<file path="src/bgb_pkg.sv">
// ----------------------------------------------------------------------------
// bgb_pkg
// shared types and constants of the glyph blitter
// ----------------------------------------------------------------------------
package bgb_pkg;

  localparam int GLYPHS      = 256;
  localparam int CELL_MAX    = 8;
  localparam int STORE_DEPTH = GLYPHS * CELL_MAX;
  localparam int AW          = $clog2(STORE_DEPTH);
  localparam int GLYPH_W     = (GLYPHS > 1) ? $clog2(GLYPHS) : 1;
  localparam int ROW_W       = $clog2(CELL_MAX + 1);
  localparam int CFG_IDX_W   = 3;
  localparam int CFG_DATA_W  = 16;
  localparam int IN_DATA_W   = 72;
  localparam int OUT_DATA_W  = 32;

  typedef enum logic {
    FUNC_LOAD = 1'b0,
    FUNC_DRAW = 1'b1
  } func_e;

  typedef enum logic [CFG_IDX_W-1:0] {
    REG_CELL_W   = 3'd0,
    REG_CELL_H   = 3'd1,
    REG_FIRST    = 3'd2,
    REG_COUNT    = 3'd3,
    REG_SURF_W   = 3'd4,
    REG_SURF_H   = 3'd5
  } cfg_idx_e;

  typedef struct packed {
    logic [3:0]  cell_width;
    logic [3:0]  cell_height;
    logic [15:0] first_code;
    logic [8:0]  glyph_count;
    logic [11:0] surface_width;
    logic [11:0] surface_height;
  } cfg_t;

  typedef struct packed {
    logic [15:0]        char_code;
    logic signed [12:0] origin_x;
    logic signed [12:0] origin_y;
    logic [7:0]         ink;
  } draw_req_t;

endpackage

</file>
<file path="src/bgb_cfg.sv">
// ----------------------------------------------------------------------------
// bgb_cfg
// configuration register file
// ----------------------------------------------------------------------------
module bgb_cfg
  import bgb_pkg::*;
(
  input  logic                  clk_i,
  input  logic                  rst_ni,
  input  logic                  cfg_valid_i,
  output logic                  cfg_ready_o,
  input  logic [CFG_IDX_W-1:0]  cfg_index_i,
  input  logic [CFG_DATA_W-1:0] cfg_data_i,
  output cfg_t                  cfg_o
);

  cfg_t cfg_q, cfg_d;

  always_comb begin
    cfg_d = cfg_q;
    if (cfg_valid_i) begin
      case (cfg_idx_e'(cfg_index_i))
        REG_CELL_W: cfg_d.cell_width     = cfg_data_i[3:0];
        REG_CELL_H: cfg_d.cell_height    = cfg_data_i[3:0];
        REG_FIRST:  cfg_d.first_code     = cfg_data_i;
        REG_COUNT:  cfg_d.glyph_count    = cfg_data_i[8:0];
        REG_SURF_W: cfg_d.surface_width  = cfg_data_i[11:0];
        REG_SURF_H: cfg_d.surface_height = cfg_data_i[11:0];
        default: ;
      endcase
    end
  end

  always_ff @(posedge clk_i or negedge rst_ni) begin
    if (!rst_ni) begin
      cfg_q.cell_width     <= 4'd8;
      cfg_q.cell_height    <= 4'd8;
      cfg_q.first_code     <= 16'd32;
      cfg_q.glyph_count    <= 9'd96;
      cfg_q.surface_width  <= 12'd320;
      cfg_q.surface_height <= 12'd240;
    end else begin
      cfg_q <= cfg_d;
    end
  end

  assign cfg_ready_o = 1'b1;
  assign cfg_o       = cfg_q;

endmodule

</file>
<file path="config.mk">
export PLATFORM = sky130hd
export DESIGN_NAME = bgb_cfg
export DESIGN_NICKNAME = d
export VERILOG_FILES = /design/src/bgb_pkg.sv /design/src/bgb_cfg.sv
export SDC_FILE = /design/constraint.sdc
export NUM_CORES = 1
export LEC_CHECK = 0
export BUFFER_PORTS_ARGS = -buffer_cell sky130_fd_sc_hd__buf_2
export CAP_MARGIN = 30
export CORE_MARGIN = 1
export CORE_UTILIZATION = 52
export CTS_CLUSTER_SIZE = 28
export DETAILED_ROUTE_END_ITERATION = 16
export PLACE_DENSITY = 0.89
export SLEW_MARGIN = 5
export SYNTH_ARGS = -nofsm -noshare
export SYNTH_HDL_FRONTEND = slang
export SYNTH_SLANG_ARGS = --single-unit
export TNS_END_PERCENT = 5
</file>
<file path="constraint.sdc">
create_clock -name clk_i -period 1.5 [get_ports clk_i]
set_input_delay 0.3 -clock clk_i [delete_from_list [all_inputs] [get_ports clk_i]]
set_output_delay 0.3 -clock clk_i [all_outputs]
set_load 0.01 [all_outputs]
</file>
==> results.toml, run 1 <==
[sta]
slew_viol_final = 0
hold_viol_final = 0
setup_tns_ns = 0
setup_violations = 0
clock_skew_ns = 0
fmax_mhz = 775
hold_slack_ns = 0.198
setup_ws_ns = 0.210
fin_crit_sh_pct = 86.0
post-route-min-period_ns = 1.29
rsz0062_at_grt = "false"

[synth]
synth_area_leaders = "dfrtp_1, mux2_2, dfstp_2"
avgSynthCellArea_um2 = 17.7
synth-seq-area-share_pct = 64.7
synth-seq-cells = 57
synth_cells = 126
yosys.area.top_type_share_pct = 51.7
ys_types = 12
syn_nets = 148
synth_top_area_cell = "dfrtp_1"
synth.cell_area_um2 = 2230
ys_warn_count = 0

[setup_path]
critical_path_arrival_ns = 0.99
critPathSlowestCell = "dfstp_2"
crit_path_max_fanout = 2
crit_buf_inv = 1
max_stage_delay_ns = 0.54
cpLargestDelayFamily = "flip-flops"
critPathKind = "flop to output pin"
crit_path_end_kind = "output pin"
crit_chain = "buf_2"
crit_required_ns = 1.20
cp-start-kind = "flop"

[clock_tree]
cts_sinks = 57
cts_hold_buf = 1
ctsResizeCount = 0
cts_tree = "done"
clk_latency_ns = 0.33
cts_made_buffers = 9
ctsLongestPathBuffers = 2
cts_setup_buffers = 0
cts.reportedPaths.clkPinSlew_ns = 0.06
cts_max_level = 3
cts_root_buffer = "clkbuf_8"

[finish]
final_util_pct = 75.0
syn2layout_area_growth_pct = 36.6
antenna_cells = 0
seqCellArea_um2 = 1440
nets = 241
largest_register_ffs = 57
final_cell_mix = "buf_2, mux2_2, dfrtp_1"
instances_no_fill = 274
final_common_cell = "buf_2"
multiInputGateArea_um2 = 753
layout-drive-gt1-share_pct = 76.8
n_fill_cell = 256
design_area_um2 = 3040

[global_route]
grt_start_max_net_pins = 27
first_global_vias = 1358
grt_usage_pct = 22.3
grt_overflow_total = 0
grt_pass1_wl_um = 6840
grt_antenna_before_repair = 0

[placed_design]
gp_congestion = 0.695
hpwl_um = 3350
io_buffer_count = 78
place_worst_setup_slack_ns = 0.0780
dpl-instance-area_um2 = 2770
placedCellCount = 257

[drt]
vias_per_cell = 5.13
drtIter0Drc = 47
ant_nets = 0
vias = 1405
first_pass_iters = 4
post_drt_wl_per_cell_um = 17.2
drc_errors = 0
routed_wl_um = 4710

[floorplan]
io_pins = 80
core_um2 = 4060
placementRows = 23
die_width_um = 67.4
die_y_um = 67.4
dieArea_um2 = 4550
initial_core_util_pct = 54.9

[power]
p_leak_nw = 1.47
power.total_mw = 4.97
p_per_area_nw_per_um2 = 1640
irDropWorstVdd_v = 0.000973

[hold_path]
hold_path.class = "input port to flop"

[run_status]
status = "completed"

[run]
cap_viol_max_count = 0
-- cells by family after synthesis --
kind of cell           count (synthesis)  share of synthesized area, %
DFF                                   57                          64.7
muxes                                 57                          30.5
and+or+nand+nor                        6                          3.15
buffers and inverters                  5                          1.52
other                                  1                         0.168
-- path summary, 6_finish.rpt --
check,start,endpoint,slack (ns),cells past startpoint
hold reg to reg,cfg_o[8],cfg_o[8],0.50,1
min in group asynchronous,rst_ni,cfg_o[45],0.42,2
setup / recovery,cfg_o[38],cfg_o[38],0.21,1
hold / removal,cfg_data_i[14],cfg_o[47],0.20,2
setup reg to reg,cfg_o[55],cfg_o[55],0.71,1
max in group asynchronous,rst_ni,cfg_o[29],0.55,3
-- synthesized netlist by cell type (all sizes together) --
master / number
dfrtp: 46
dfstp: 11
and4bb: 3
nor4b: 1
buf: 5
nand4b: 2
conb: 1
mux2: 57
-- power breakdown --
part | leakage (nW) | switching, mW | total [mW] | internal [mW]
logic | 0.672 | 0.471 | 1.03 | 0.558
registers | 0.668 | 0.177 | 2.10 | 1.92
clock network | 0.129 | 0.604 | 1.84 | 1.24
total | 1.47 | 1.25 | 4.97 | 3.72
-- layer usage --
metal  up-vias  global-route usage [%]  share of wire, %
met5         -                       0                 0
met2        48                    36.0                51
met3        10                    5.74               3.9
met1       703                    26.6                43
li1        644                       -                 -
met4         0                    13.8               2.8
-- final cells by class --
cell class / instances / share of cell area, %
Tap cell: 50 / 2.06
Clock buffer: 12 / 5.43
Clock inverter: 4 / 3.21
Multi-Input combinational cell: 64 / 24.8
Sequential cell: 57 / 47.3
Timing Repair Buffer: 87 / 17.2
No activity file was read; power rests on OpenSTA's default activity.
==> run 2: changes to the inputs <==
PLACE_DENSITY = not set   (was 0.89)
PLACE_DENSITY_LB_ADDON = 0.08   (was not set)
==> run 2 against run 1 <==
  * Combinational power is essentially flat
  * Critical path depth is the same
  * Non-clock buffer count is the same
  * Global-route usage shrank 0.84 points
  * Highest routed layer unchanged
  * Clock power shrank 34%
==> results.toml, run 2 (synthesized netlist as in run 1, its figures left out) <==
[run_status]
status = "completed"

[finish]
final_util_pct = 71.7
layout-drive-gt1-share_pct = 74.9
final_common_cell = "buf_2"
antenna_cells = 0
final_cell_mix = "buf_2, mux2_2, dfrtp_1"
largest_register_ffs = 57
syn2layout_area_growth_pct = 30.6
nets = 241

[run]
cap_viol_max_count = 0

[global_route]
first_global_vias = 1414
grt_start_max_net_pins = 58
grt_overflow_total = 0
grt_pass1_wl_um = 6750
grt_usage_pct = 21.5
grt_antenna_before_repair = 0

[drt]
post_drt_wl_per_cell_um = 16.2
drtIter0Drc = 38
vias = 1390
first_pass_iters = 3
routed_wl_um = 4430
vias_per_cell = 5.09
ant_nets = 0
drc_errors = 0

[floorplan]
initial_core_util_pct = 54.9
die_width_um = 67.4
core_um2 = 4060
placementRows = 23
die_y_um = 67.4
io_pins = 80
dieArea_um2 = 4550

[clock_tree]
cts_made_buffers = 9
cts_setup_buffers = 0
clk_latency_ns = 0.32
cts_root_buffer = "clkbuf_8"
cts.reportedPaths.clkPinSlew_ns = 0.06
cts_tree = "done"
ctsLongestPathBuffers = 2
cts_sinks = 57
cts_max_level = 3
ctsResizeCount = 0
cts_hold_buf = 1

[hold_path]
hold_path.class = "input port to flop"

[setup_path]
crit_buf_inv = 1
crit_required_ns = 1.20
critPathKind = "flop to output pin"
cpLargestDelayFamily = "flip-flops"
ff2ff_setup_slack_ns = 0.72
critPathSlowestCell = "dfstp_2"
critical_path_arrival_ns = 0.97
max_stage_delay_ns = 0.53
crit_path_end_kind = "output pin"
crit_chain = "buf_2"
cp-start-kind = "flop"
crit_path_max_fanout = 2

[sta]
hold_viol_final = 0
clock_skew_ns = 0
setup_ws_ns = 0.232
fin_crit_sh_pct = 84.5
setup_violations = 0
slew_viol_final = 0
fmax_mhz = 789
setup_tns_ns = 0
post-route-min-period_ns = 1.27
rsz0062_at_grt = "false"

[placed_design]
gp_congestion = 0.712
place_worst_setup_slack_ns = 0.0868
io_buffer_count = 78
hpwl_um = 3170

[power]
p_leak_nw = 1.41
irDropWorstVdd_v = 0.000868
p_per_area_nw_per_um2 = 1480
power.total_mw = 4.32
==> run 2: layout make-up <==
type,instances,area (um2)
fillers,295,1150
flip-flops and latches,57,1440
well taps,50,62.6
repair buffers,87,485
clock buffers,15,166
multi-input cells,64,753
==> run 2: metal layers <==
metal  track usage [%]  up-vias  share of wire, %
met5                 0        -                 0
li1                  -      633                 -
met2              34.8       47                50
met3              6.59        8               5.2
met4              12.0        0               1.6
met1              25.4      702                43
==> run 2: metrics by stage <==
step	area (um2)	instances	hold WS, ns
2_1_floorplan	2230	126	0.00441
3_3_place_gp	2730	257	0.316
3_5_place_dp	2730	257	0.328
4_1_cts	2910	273	0.196
5_1_grt	2910	273	0.188
6_report	2910	273	0.209
==> run 2: path summary, 6_finish.rpt <==
kind / startpoint / to / cells after the start
worst min register to register: cfg_o[32] / cfg_o[32] / 1
worst max register to register: cfg_o[9] / cfg_o[9] / 1
max in group asynchronous: rst_ni / cfg_o[30] / 3
min in group asynchronous: rst_ni / cfg_o[32] / 3
worst max-delay path: cfg_o[20] / cfg_o[20] / 1
worst min-delay path: cfg_data_i[15] / cfg_o[48] / 2
==> run 2: report_power, final <==
part           total (mW)  leakage [nW]  switching [mW]  internal [mW]
Clock                1.21        0.0838           0.530          0.684
Combinational        1.01         0.658           0.464          0.550
Sequential           2.09         0.668           0.165           1.92
