<file path="config.mk">
export PLATFORM = sky130hd
export DESIGN_NAME = bgb_walk
export DESIGN_NICKNAME = d
export VERILOG_FILES = /design/src/bgb_pkg.sv /design/src/bgb_walk.sv
export SDC_FILE = /design/constraint.sdc
export NUM_CORES = 1
export LEC_CHECK = 0
export BUFFER_PORTS_ARGS = -buffer_cell sky130_fd_sc_hd__buf_2
export CAP_MARGIN = 15
export CORE_MARGIN = 1.5
export CORE_UTILIZATION = 45
export CTS_CLUSTER_DIAMETER = 50
export CTS_CLUSTER_SIZE = 40
export DETAILED_ROUTE_END_ITERATION = 8
export GPL_TIMING_DRIVEN = 0
export PLACE_DENSITY = 0.76
export RECOVER_POWER = 50
export SYNTH_ARGS = -nofsm -noshare
export SYNTH_HDL_FRONTEND = slang
export SYNTH_SLANG_ARGS = --single-unit
</file>
<file path="constraint.sdc">
create_clock -name clk_i -period 12.24 [get_ports clk_i]
set_input_delay 0.612 -clock clk_i [delete_from_list [all_inputs] [get_ports clk_i]]
set_output_delay 0.612 -clock clk_i [all_outputs]
set_load 0.02 [all_outputs]
</file>
<file path="src/bgb_pkg.sv">
// ----------------------------------------------------------------------------
// bgb_pkg
// shared types and constants of the glyph blitter
// ----------------------------------------------------------------------------
package bgb_pkg;

  localparam int GLYPHS      = 256;
  localparam int CELL_MAX    = 8;
  localparam int STORE_DEPTH = GLYPHS * CELL_MAX;
  localparam int AW          = $clog2(STORE_DEPTH);
  localparam int GLYPH_W     = (GLYPHS > 1) ? $clog2(GLYPHS) : 1;
  localparam int ROW_W       = $clog2(CELL_MAX + 1);
  localparam int CFG_IDX_W   = 3;
  localparam int CFG_DATA_W  = 16;
  localparam int IN_DATA_W   = 72;
  localparam int OUT_DATA_W  = 32;

  typedef enum logic {
    FUNC_LOAD = 1'b0,
    FUNC_DRAW = 1'b1
  } func_e;

  typedef enum logic [CFG_IDX_W-1:0] {
    REG_CELL_W   = 3'd0,
    REG_CELL_H   = 3'd1,
    REG_FIRST    = 3'd2,
    REG_COUNT    = 3'd3,
    REG_SURF_W   = 3'd4,
    REG_SURF_H   = 3'd5
  } cfg_idx_e;

  typedef struct packed {
    logic [3:0]  cell_width;
    logic [3:0]  cell_height;
    logic [15:0] first_code;
    logic [8:0]  glyph_count;
    logic [11:0] surface_width;
    logic [11:0] surface_height;
  } cfg_t;

  typedef struct packed {
    logic [15:0]        char_code;
    logic signed [12:0] origin_x;
    logic signed [12:0] origin_y;
    logic [7:0]         ink;
  } draw_req_t;

endpackage

</file>
<file path="src/bgb_walk.sv">
// ----------------------------------------------------------------------------
// bgb_walk
// glyph walker: reads cell rows from the store, clips, emits pixel beats
// ----------------------------------------------------------------------------
module bgb_walk
  import bgb_pkg::*;
(
  input  logic                  clk_i,
  input  logic                  rst_ni,
  input  cfg_t                  cfg_i,
  input  logic                  start_i,
  input  draw_req_t             req_i,
  output logic                  idle_o,
  output logic                  ram_re_o,
  output logic [AW-1:0]         ram_raddr_o,
  input  logic [7:0]            ram_rdata_i,
  output logic                  m_tvalid_o,
  input  logic                  m_tready_i,
  output logic [OUT_DATA_W-1:0] m_tdata_o,
  output logic                  m_tlast_o
);

  typedef enum logic [1:0] {
    ST_IDLE,
    ST_SETUP,
    ST_RUN
  } state_e;

  state_e            state_q, state_d;
  draw_req_t         req_q, req_d;
  logic [AW-1:0]     base_q, base_d;
  logic [7:0]        colmask_q, colmask_d;
  logic [ROW_W-1:0]  row_q, row_d;
  logic [ROW_W-1:0]  nrows_q, nrows_d;
  logic [13:0]       iss_y_q, iss_y_d;
  logic [13:0]       rd_y_q, rd_y_d;
  logic              rd_pend_q, rd_pend_d;
  logic [7:0]        mask_q, mask_d;
  logic [11:0]       cur_y_q, cur_y_d;
  logic              hold_vld_q, hold_vld_d;
  logic [11:0]       hold_x_q, hold_x_d;
  logic [11:0]       hold_y_q, hold_y_d;
  logic              out_vld_q, out_vld_d;
  logic [11:0]       out_x_q, out_x_d;
  logic [11:0]       out_y_q, out_y_d;
  logic [7:0]        out_c_q, out_c_d;
  logic              out_last_q, out_last_d;

  logic [3:0]        cw_sat, ch_sat;
  logic [16:0]       gi;
  logic              gi_ok;
  logic [13:0]       dx;
  logic [2:0]        lead;
  logic [2:0]        col;
  logic [12:0]       px_sum;
  logic              out_free, step, emit, single, consume, issue, finish, row_ok;

  assign cw_sat = (cfg_i.cell_width  > 4'(CELL_MAX)) ? 4'(CELL_MAX) : cfg_i.cell_width;
  assign ch_sat = (cfg_i.cell_height > 4'(CELL_MAX)) ? 4'(CELL_MAX) : cfg_i.cell_height;

  assign gi    = {1'b0, req_q.char_code} - {1'b0, cfg_i.first_code};
  assign gi_ok = !gi[16] && (32'(gi[15:0]) < 32'(cfg_i.glyph_count))
                 && (32'(gi[15:0]) < GLYPHS);

  // leftmost pending pixel of the current row
  always_comb begin
    lead = 3'd0;
    for (int i = 0; i < 8; i++) begin
      if (mask_q[i]) begin
        lead = 3'(i);
      end
    end
  end

  assign col    = 3'd7 - lead;
  assign px_sum = req_q.origin_x + 13'(col);
  assign row_ok = !rd_y_q[13] && (rd_y_q[12:0] < {1'b0, cfg_i.surface_height});

  assign out_free = !out_vld_q || m_tready_i;
  assign step     = !hold_vld_q || out_free;
  assign emit     = mask_q != 8'd0;
  assign single   = (mask_q & (mask_q - 8'd1)) == 8'd0;
  assign consume  = rd_pend_q && single;
  assign issue    = (row_q < nrows_q) && (!rd_pend_q || consume);
  assign finish   = !emit && !rd_pend_q && (row_q == nrows_q);

  assign ram_raddr_o = base_q + AW'(row_q);

  always_comb begin
    state_d    = state_q;
    req_d      = req_q;
    base_d     = base_q;
    colmask_d  = colmask_q;
    row_d      = row_q;
    nrows_d    = nrows_q;
    iss_y_d    = iss_y_q;
    rd_y_d     = rd_y_q;
    rd_pend_d  = rd_pend_q;
    mask_d     = mask_q;
    cur_y_d    = cur_y_q;
    hold_vld_d = hold_vld_q;
    hold_x_d   = hold_x_q;
    hold_y_d   = hold_y_q;
    out_vld_d  = out_vld_q;
    out_x_d    = out_x_q;
    out_y_d    = out_y_q;
    out_c_d    = out_c_q;
    out_last_d = out_last_q;
    ram_re_o   = 1'b0;
    dx         = 14'd0;

    if (out_vld_q && m_tready_i) begin
      out_vld_d = 1'b0;
    end

    case (state_q)
      ST_IDLE: begin
        if (start_i) begin
          req_d   = req_i;
          state_d = ST_SETUP;
        end
      end

      ST_SETUP: begin
        base_d = AW'(AW'(gi[GLYPH_W-1:0]) * AW'(ch_sat));
        for (int c = 0; c < 8; c++) begin
          dx = {req_q.origin_x[12], req_q.origin_x} + 14'(c);
          colmask_d[7-c] = (4'(c) < cw_sat) && !dx[13]
                           && (dx[12:0] < {1'b0, cfg_i.surface_width});
        end
        nrows_d    = gi_ok ? ROW_W'(ch_sat) : '0;
        row_d      = '0;
        iss_y_d    = {req_q.origin_y[12], req_q.origin_y};
        rd_pend_d  = 1'b0;
        mask_d     = 8'd0;
        hold_vld_d = 1'b0;
        state_d    = ST_RUN;
      end

      ST_RUN: begin
        if (step) begin
          if (emit) begin
            if (hold_vld_q) begin
              out_vld_d  = 1'b1;
              out_x_d    = hold_x_q;
              out_y_d    = hold_y_q;
              out_c_d    = req_q.ink;
              out_last_d = 1'b0;
            end
            hold_vld_d = 1'b1;
            hold_x_d   = px_sum[11:0];
            hold_y_d   = cur_y_q;
          end
          if (consume) begin
            mask_d    = ram_rdata_i & colmask_q & {8{row_ok}};
            cur_y_d   = rd_y_q[11:0];
            rd_pend_d = 1'b0;
          end else begin
            mask_d = mask_q & ~(8'd1 << lead);
          end
          if (issue) begin
            ram_re_o  = 1'b1;
            rd_y_d    = iss_y_q;
            iss_y_d   = iss_y_q + 14'd1;
            row_d     = row_q + ROW_W'(1);
            rd_pend_d = 1'b1;
          end
          if (finish) begin
            if (hold_vld_q) begin
              out_vld_d  = 1'b1;
              out_x_d    = hold_x_q;
              out_y_d    = hold_y_q;
              out_c_d    = req_q.ink;
              out_last_d = 1'b1;
            end
            hold_vld_d = 1'b0;
            state_d    = ST_IDLE;
          end
        end
      end

      default: begin
        state_d = ST_IDLE;
      end
    endcase
  end

  always_ff @(posedge clk_i or negedge rst_ni) begin
    if (!rst_ni) begin
      state_q    <= ST_IDLE;
      rd_pend_q  <= 1'b0;
      mask_q     <= 8'd0;
      row_q      <= '0;
      nrows_q    <= '0;
      hold_vld_q <= 1'b0;
      out_vld_q  <= 1'b0;
    end else begin
      state_q    <= state_d;
      rd_pend_q  <= rd_pend_d;
      mask_q     <= mask_d;
      row_q      <= row_d;
      nrows_q    <= nrows_d;
      hold_vld_q <= hold_vld_d;
      out_vld_q  <= out_vld_d;
    end
  end

  always_ff @(posedge clk_i) begin
    req_q      <= req_d;
    base_q     <= base_d;
    colmask_q  <= colmask_d;
    iss_y_q    <= iss_y_d;
    rd_y_q     <= rd_y_d;
    cur_y_q    <= cur_y_d;
    hold_x_q   <= hold_x_d;
    hold_y_q   <= hold_y_d;
    out_x_q    <= out_x_d;
    out_y_q    <= out_y_d;
    out_c_q    <= out_c_d;
    out_last_q <= out_last_d;
  end

  assign idle_o     = state_q == ST_IDLE;
  assign m_tvalid_o = out_vld_q;
  assign m_tdata_o  = {out_c_q, out_y_q, out_x_q};
  assign m_tlast_o  = out_last_q;

endmodule
</file>
==> metrics.json <==
{
  "crit_path_start_kind": {"value": "flip-flop"},
  "clk_transition_reported_paths": {"value": 0.07, "unit": "ns"},
  "end_kind": {"value": "flip-flop"},
  "buffer_ports.inserted": {"value": 165},
  "worst-endpoint-arrival": {"value": 4.68, "unit": "ns"},
  "drt_first_pass_iters": {"value": 6},
  "drt-initial-drc-count": {"value": 702},
  "grt.total_usage": {"value": 21.7, "unit": "%"},
  "rsz0062_at_grt": {"value": "false"},
  "drt-vias-per-instance": {"value": 5.48},
  "cts_max_level": {"value": 4},
  "placementRows": {"value": 61},
  "cts.hold.buffers_added": {"value": 0},
  "cts_resized": {"value": 0},
  "hold_violations": {"value": 0},
  "postSynthAreaPerCell": {"value": 10.4, "unit": "um2"},
  "number_of_cts_inserted_buffers": {"value": 17},
  "crit_path_max_incr_delay": {"value": 0.55, "unit": "ns"},
  "cts_tree": {"value": "built"},
  "r2r_slack": {"value": 7.75, "unit": "ns"},
  "timing_max_transition_violations_final": {"value": 53},
  "cellPowerDensity": {"value": 191, "unit": "nW/um2"},
  "synth.yosys.seq_area_share": {"value": 43.0, "unit": "%"},
  "grt_antenna_before_repair": {"value": 5},
  "ys_ff_latch": {"value": 187},
  "first_global_vias": {"value": 9482},
  "fp.dieArea": {"value": 29500, "unit": "um2"},
  "wl": {"value": 31400, "unit": "um"},
  "drive_above_1_share": {"value": 12.5, "unit": "%"},
  "postSynthCellCount": {"value": 1230},
  "ant_nets": {"value": 0},
  "routabilityCongestion": {"value": 0.977},
  "max_capacitance_violation_total": {"value": 2},
  "overflow": {"value": 0},
  "remaining_drc_errors": {"value": 0},
  "seqCellArea": {"value": 5510, "unit": "um2"},
  "synthArstFlopShare": {"value": 11.2, "unit": "%"},
  "critPathRequiredTime": {"value": 12.43, "unit": "ns"},
  "finalCritPeriodShare": {"value": 36.7, "unit": "%"},
  "run_status": {"value": "finished with violations"},
  "power": {"value": 0.00279, "unit": "W"},
  "postSynthNetCount": {"value": 1520},
  "synth.yosys.warnings": {"value": 0},
  "dp_slack": {"value": 7.39, "unit": "ns"},
  "top_level_ports": {"value": 166},
  "critical_path_peak_fanout": {"value": 5},
  "post-route-min-period": {"value": 4.49, "unit": "ns"},
  "failed_checks": {"value": "max-capacitance violations, max-slew violations"},
  "cts_sinks": {"value": 187},
  "fin_nets": {"value": 1707},
  "grt_max_degree": {"value": 35},
  "setup-violations-final": {"value": 0},
  "vias": {"value": 9910},
  "avgRoutedWirePerCell": {"value": 17.3, "unit": "um"},
  "postLayoutSetupSlackWorst": {"value": 7.75, "unit": "ns"},
  "worstMarginPinSlew": {"value": 1.80, "unit": "ns"},
  "critical_path.cell_chain": {"value": "inv_1 -> ha_1 -> fa_1 -> nand2b_1 -> nand2b_1 -> a21oi_1 -> xnor2_1 -> nand2_1 -> fa_1 -> fa_1 -> inv_1 -> ha_1 -> o21ai_0 -> a21boi_0 -> o21ai_0 -> a21oi_1 -> xnor2_1 -> xnor2_1"},
  "initial_utilization": {"value": 45.9, "unit": "%"},
  "worst-setup-path-type": {"value": "flip-flop to flip-flop"},
  "power.ir.vdd_worst": {"value": 0.102, "unit": "mV"},
  "fillerInstances": {"value": 2513},
  "dp_hpwl": {"value": 24000, "unit": "um"},
  "synth-edff-count": {"value": 166},
  "yosys.cell_types.count": {"value": 68},
  "most-common-layout-cells": {"value": "sky130_fd_sc_hd__edfxtp_1 (166), sky130_fd_sc_hd__ha_1 (156), sky130_fd_sc_hd__buf_2 (128)"},
  "cts.repair_timing.setup_buffer_count": {"value": 0},
  "final_common_cell": {"value": "sky130_fd_sc_hd__edfxtp_1"},
  "final.setup_skew": {"value": 0.0123, "unit": "ns"},
  "ys.flop_type": {"value": "sky130_fd_sc_hd__edfxtp_1"},
  "grt_pass1_wl": {"value": 48800, "unit": "um"},
  "relSlewSlack": {"value": -20.0, "unit": "%"},
  "cts.path.max_buffers": {"value": 2},
  "floorplan.die.height": {"value": 172, "unit": "um"},
  "design.core.area": {"value": 27900, "unit": "um2"},
  "min-delay-path-class": {"value": "input pin to flip-flop"},
  "die_width": {"value": 172, "unit": "um"},
  "critical_path.slowest_cell": {"value": "sky130_fd_sc_hd__fa_1"},
  "p_leak": {"value": 6.24, "unit": "nW"},
  "setup_tns": {"value": 0, "unit": "ns"},
  "syn-cell-area": {"value": 12800, "unit": "um2"},
  "worst_skew_pair.late_latency": {"value": 0.44, "unit": "ns"},
  "fmaxAchievable": {"value": 0.222, "unit": "GHz"},
  "areaGrowthSynthToFinish": {"value": 14.3, "unit": "%"},
  "multi_input_area": {"value": 6790, "unit": "um2"},
  "clock_tree.root_cell": {"value": "sky130_fd_sc_hd__clkbuf_16"}
}
report_power, final:
group	leakage [nW]	internal [W]	switching [W]
clock	0.262	0.000266	0.000252
sequential	1.83	0.000951	0.0000987
combinational	4.15	0.000443	0.000781
critical path: cells and delay by family, from the launching register on:
family | cells | cell delay (ns)
xor+xnor | 3 | 0.67
flops | 1 | 0.32
compound gates | 5 | 0.77
buf+inv | 2 | 0.09
fa+ha+maj | 5 | 1.95
simple gates | 3 | 0.43
worst paths after layout:
| kind | start | endpoint | cells after the start |
|---|---|---|---|
| setup / recovery | req_q[34]$_DFFE_PP_ | base_q[10]$_DFFE_PP_ | 18 |
| hold / removal | req_i[42] | req_q[42]$_DFFE_PP_ | 1 |
| setup reg to reg | req_q[34]$_DFFE_PP_ | base_q[10]$_DFFE_PP_ | 18 |
| hold reg to reg | cur_y_q[3]$_DFFE_PP_ | hold_y_q[3]$_DFFE_PP_ | 0 |
| max in group asynchronous | rst_ni | row_q[2]$_DFFE_PN0P_ | 1 |
| min in group asynchronous | rst_ni | hold_vld_q$_DFFE_PN0P_ | 1 |
cell families (layout without fill, tap and decap cells):
group | after synthesis | count (layout) | synth area share [%]
other | 0 | 3 | 0
multiplexers | 36 | 36 | 2.82
AO/OA/AOI/OAI | 230 | 230 | 12.0
adder cells (fa/ha/maj) | 172 | 172 | 17.7
XOR/XNOR | 109 | 109 | 7.45
flip-flops | 187 | 187 | 43.0
AND/OR/NAND/NOR | 356 | 356 | 13.0
buffers and inverters | 140 | 339 | 4.11
final cells by class:
class / count / area share, %
Clock buffer: 19 / 2.96
Sequential cell: 187 / 37.6
Buffer: 37 / 0.957
Inverter: 103 / 2.64
Multi-Input combinational cell: 903 / 46.3
Antenna cell: 3 / 0.0513
Timing Repair Buffer: 168 / 5.47
Tap cell: 378 / 3.23
Clock inverter: 12 / 0.718
cells in the mapped netlist, types with 5 or more instances:
| master | instances | area share, % |
|---|---|---|
| sky130_fd_sc_hd__edfxtp_1 | 166 | 39 |
| sky130_fd_sc_hd__ha_1 | 156 | 15 |
| sky130_fd_sc_hd__nor2_1 | 118 | 3.5 |
| sky130_fd_sc_hd__inv_1 | 102 | 3.0 |
| sky130_fd_sc_hd__nand2_1 | 99 | 2.9 |
| sky130_fd_sc_hd__a21oi_1 | 61 | 2.4 |
| sky130_fd_sc_hd__xnor2_1 | 55 | 3.8 |
| sky130_fd_sc_hd__xor2_1 | 54 | 3.7 |
| sky130_fd_sc_hd__o21ai_0 | 50 | 2.0 |
| sky130_fd_sc_hd__mux2i_1 | 35 | 2.7 |
| sky130_fd_sc_hd__clkbuf_1 | 28 | 0.82 |
| sky130_fd_sc_hd__a21o_1 | 27 | 1.6 |
| sky130_fd_sc_hd__nand3_1 | 25 | 0.98 |
| sky130_fd_sc_hd__dfrtp_1 | 21 | 4.1 |
| sky130_fd_sc_hd__nand2b_1 | 19 | 0.93 |
| sky130_fd_sc_hd__and2_1 | 15 | 0.73 |
| sky130_fd_sc_hd__fa_1 | 15 | 2.3 |
| sky130_fd_sc_hd__nor2b_1 | 15 | 0.73 |
| sky130_fd_sc_hd__nor3_1 | 15 | 0.59 |
| sky130_fd_sc_hd__nand4_1 | 11 | 0.54 |
| sky130_fd_sc_hd__a31oi_1 | 10 | 0.49 |
| sky130_fd_sc_hd__and3_1 | 10 | 0.49 |
| sky130_fd_sc_hd__o2111ai_1 | 9 | 0.62 |
| sky130_fd_sc_hd__buf_1 | 8 | 0.23 |
| sky130_fd_sc_hd__a31o_2 | 7 | 0.48 |
| sky130_fd_sc_hd__o22ai_1 | 7 | 0.34 |
| sky130_fd_sc_hd__a211oi_1 | 6 | 0.35 |
| sky130_fd_sc_hd__nor4_1 | 6 | 0.29 |
| sky130_fd_sc_hd__or3_1 | 6 | 0.29 |
| sky130_fd_sc_hd__a2111oi_0 | 5 | 0.34 |
| sky130_fd_sc_hd__a211o_1 | 5 | 0.34 |
| sky130_fd_sc_hd__o21bai_1 | 5 | 0.29 |
| sky130_fd_sc_hd__o31a_1 | 5 | 0.34 |
stage by stage:
stage | utilization, % | cells | hold slack [ns] | area (um2)
after global placement | 50.5 | 1773 | 0.404 | 14100
after floorplan | - | 1230 | 0.316 | 12800
final | 52.4 | 1810 | 0.346 | 14600
after global routing | 52.4 | 1807 | 0.321 | 14600
after CTS | 52.6 | 1806 | 0.148 | 14700
after detailed placement | 50.7 | 1775 | 0.405 | 14200
layer usage:
layer	GRT usage (%)	up-vias	share of wire, %
li1	-	4802	-
met1	28.8	4695	44
met2	35.0	353	46
met3	5.13	58	7.6
met4	6.77	2	2.1
met5	0	-	0.035
(Power assumes the default switching activity.)
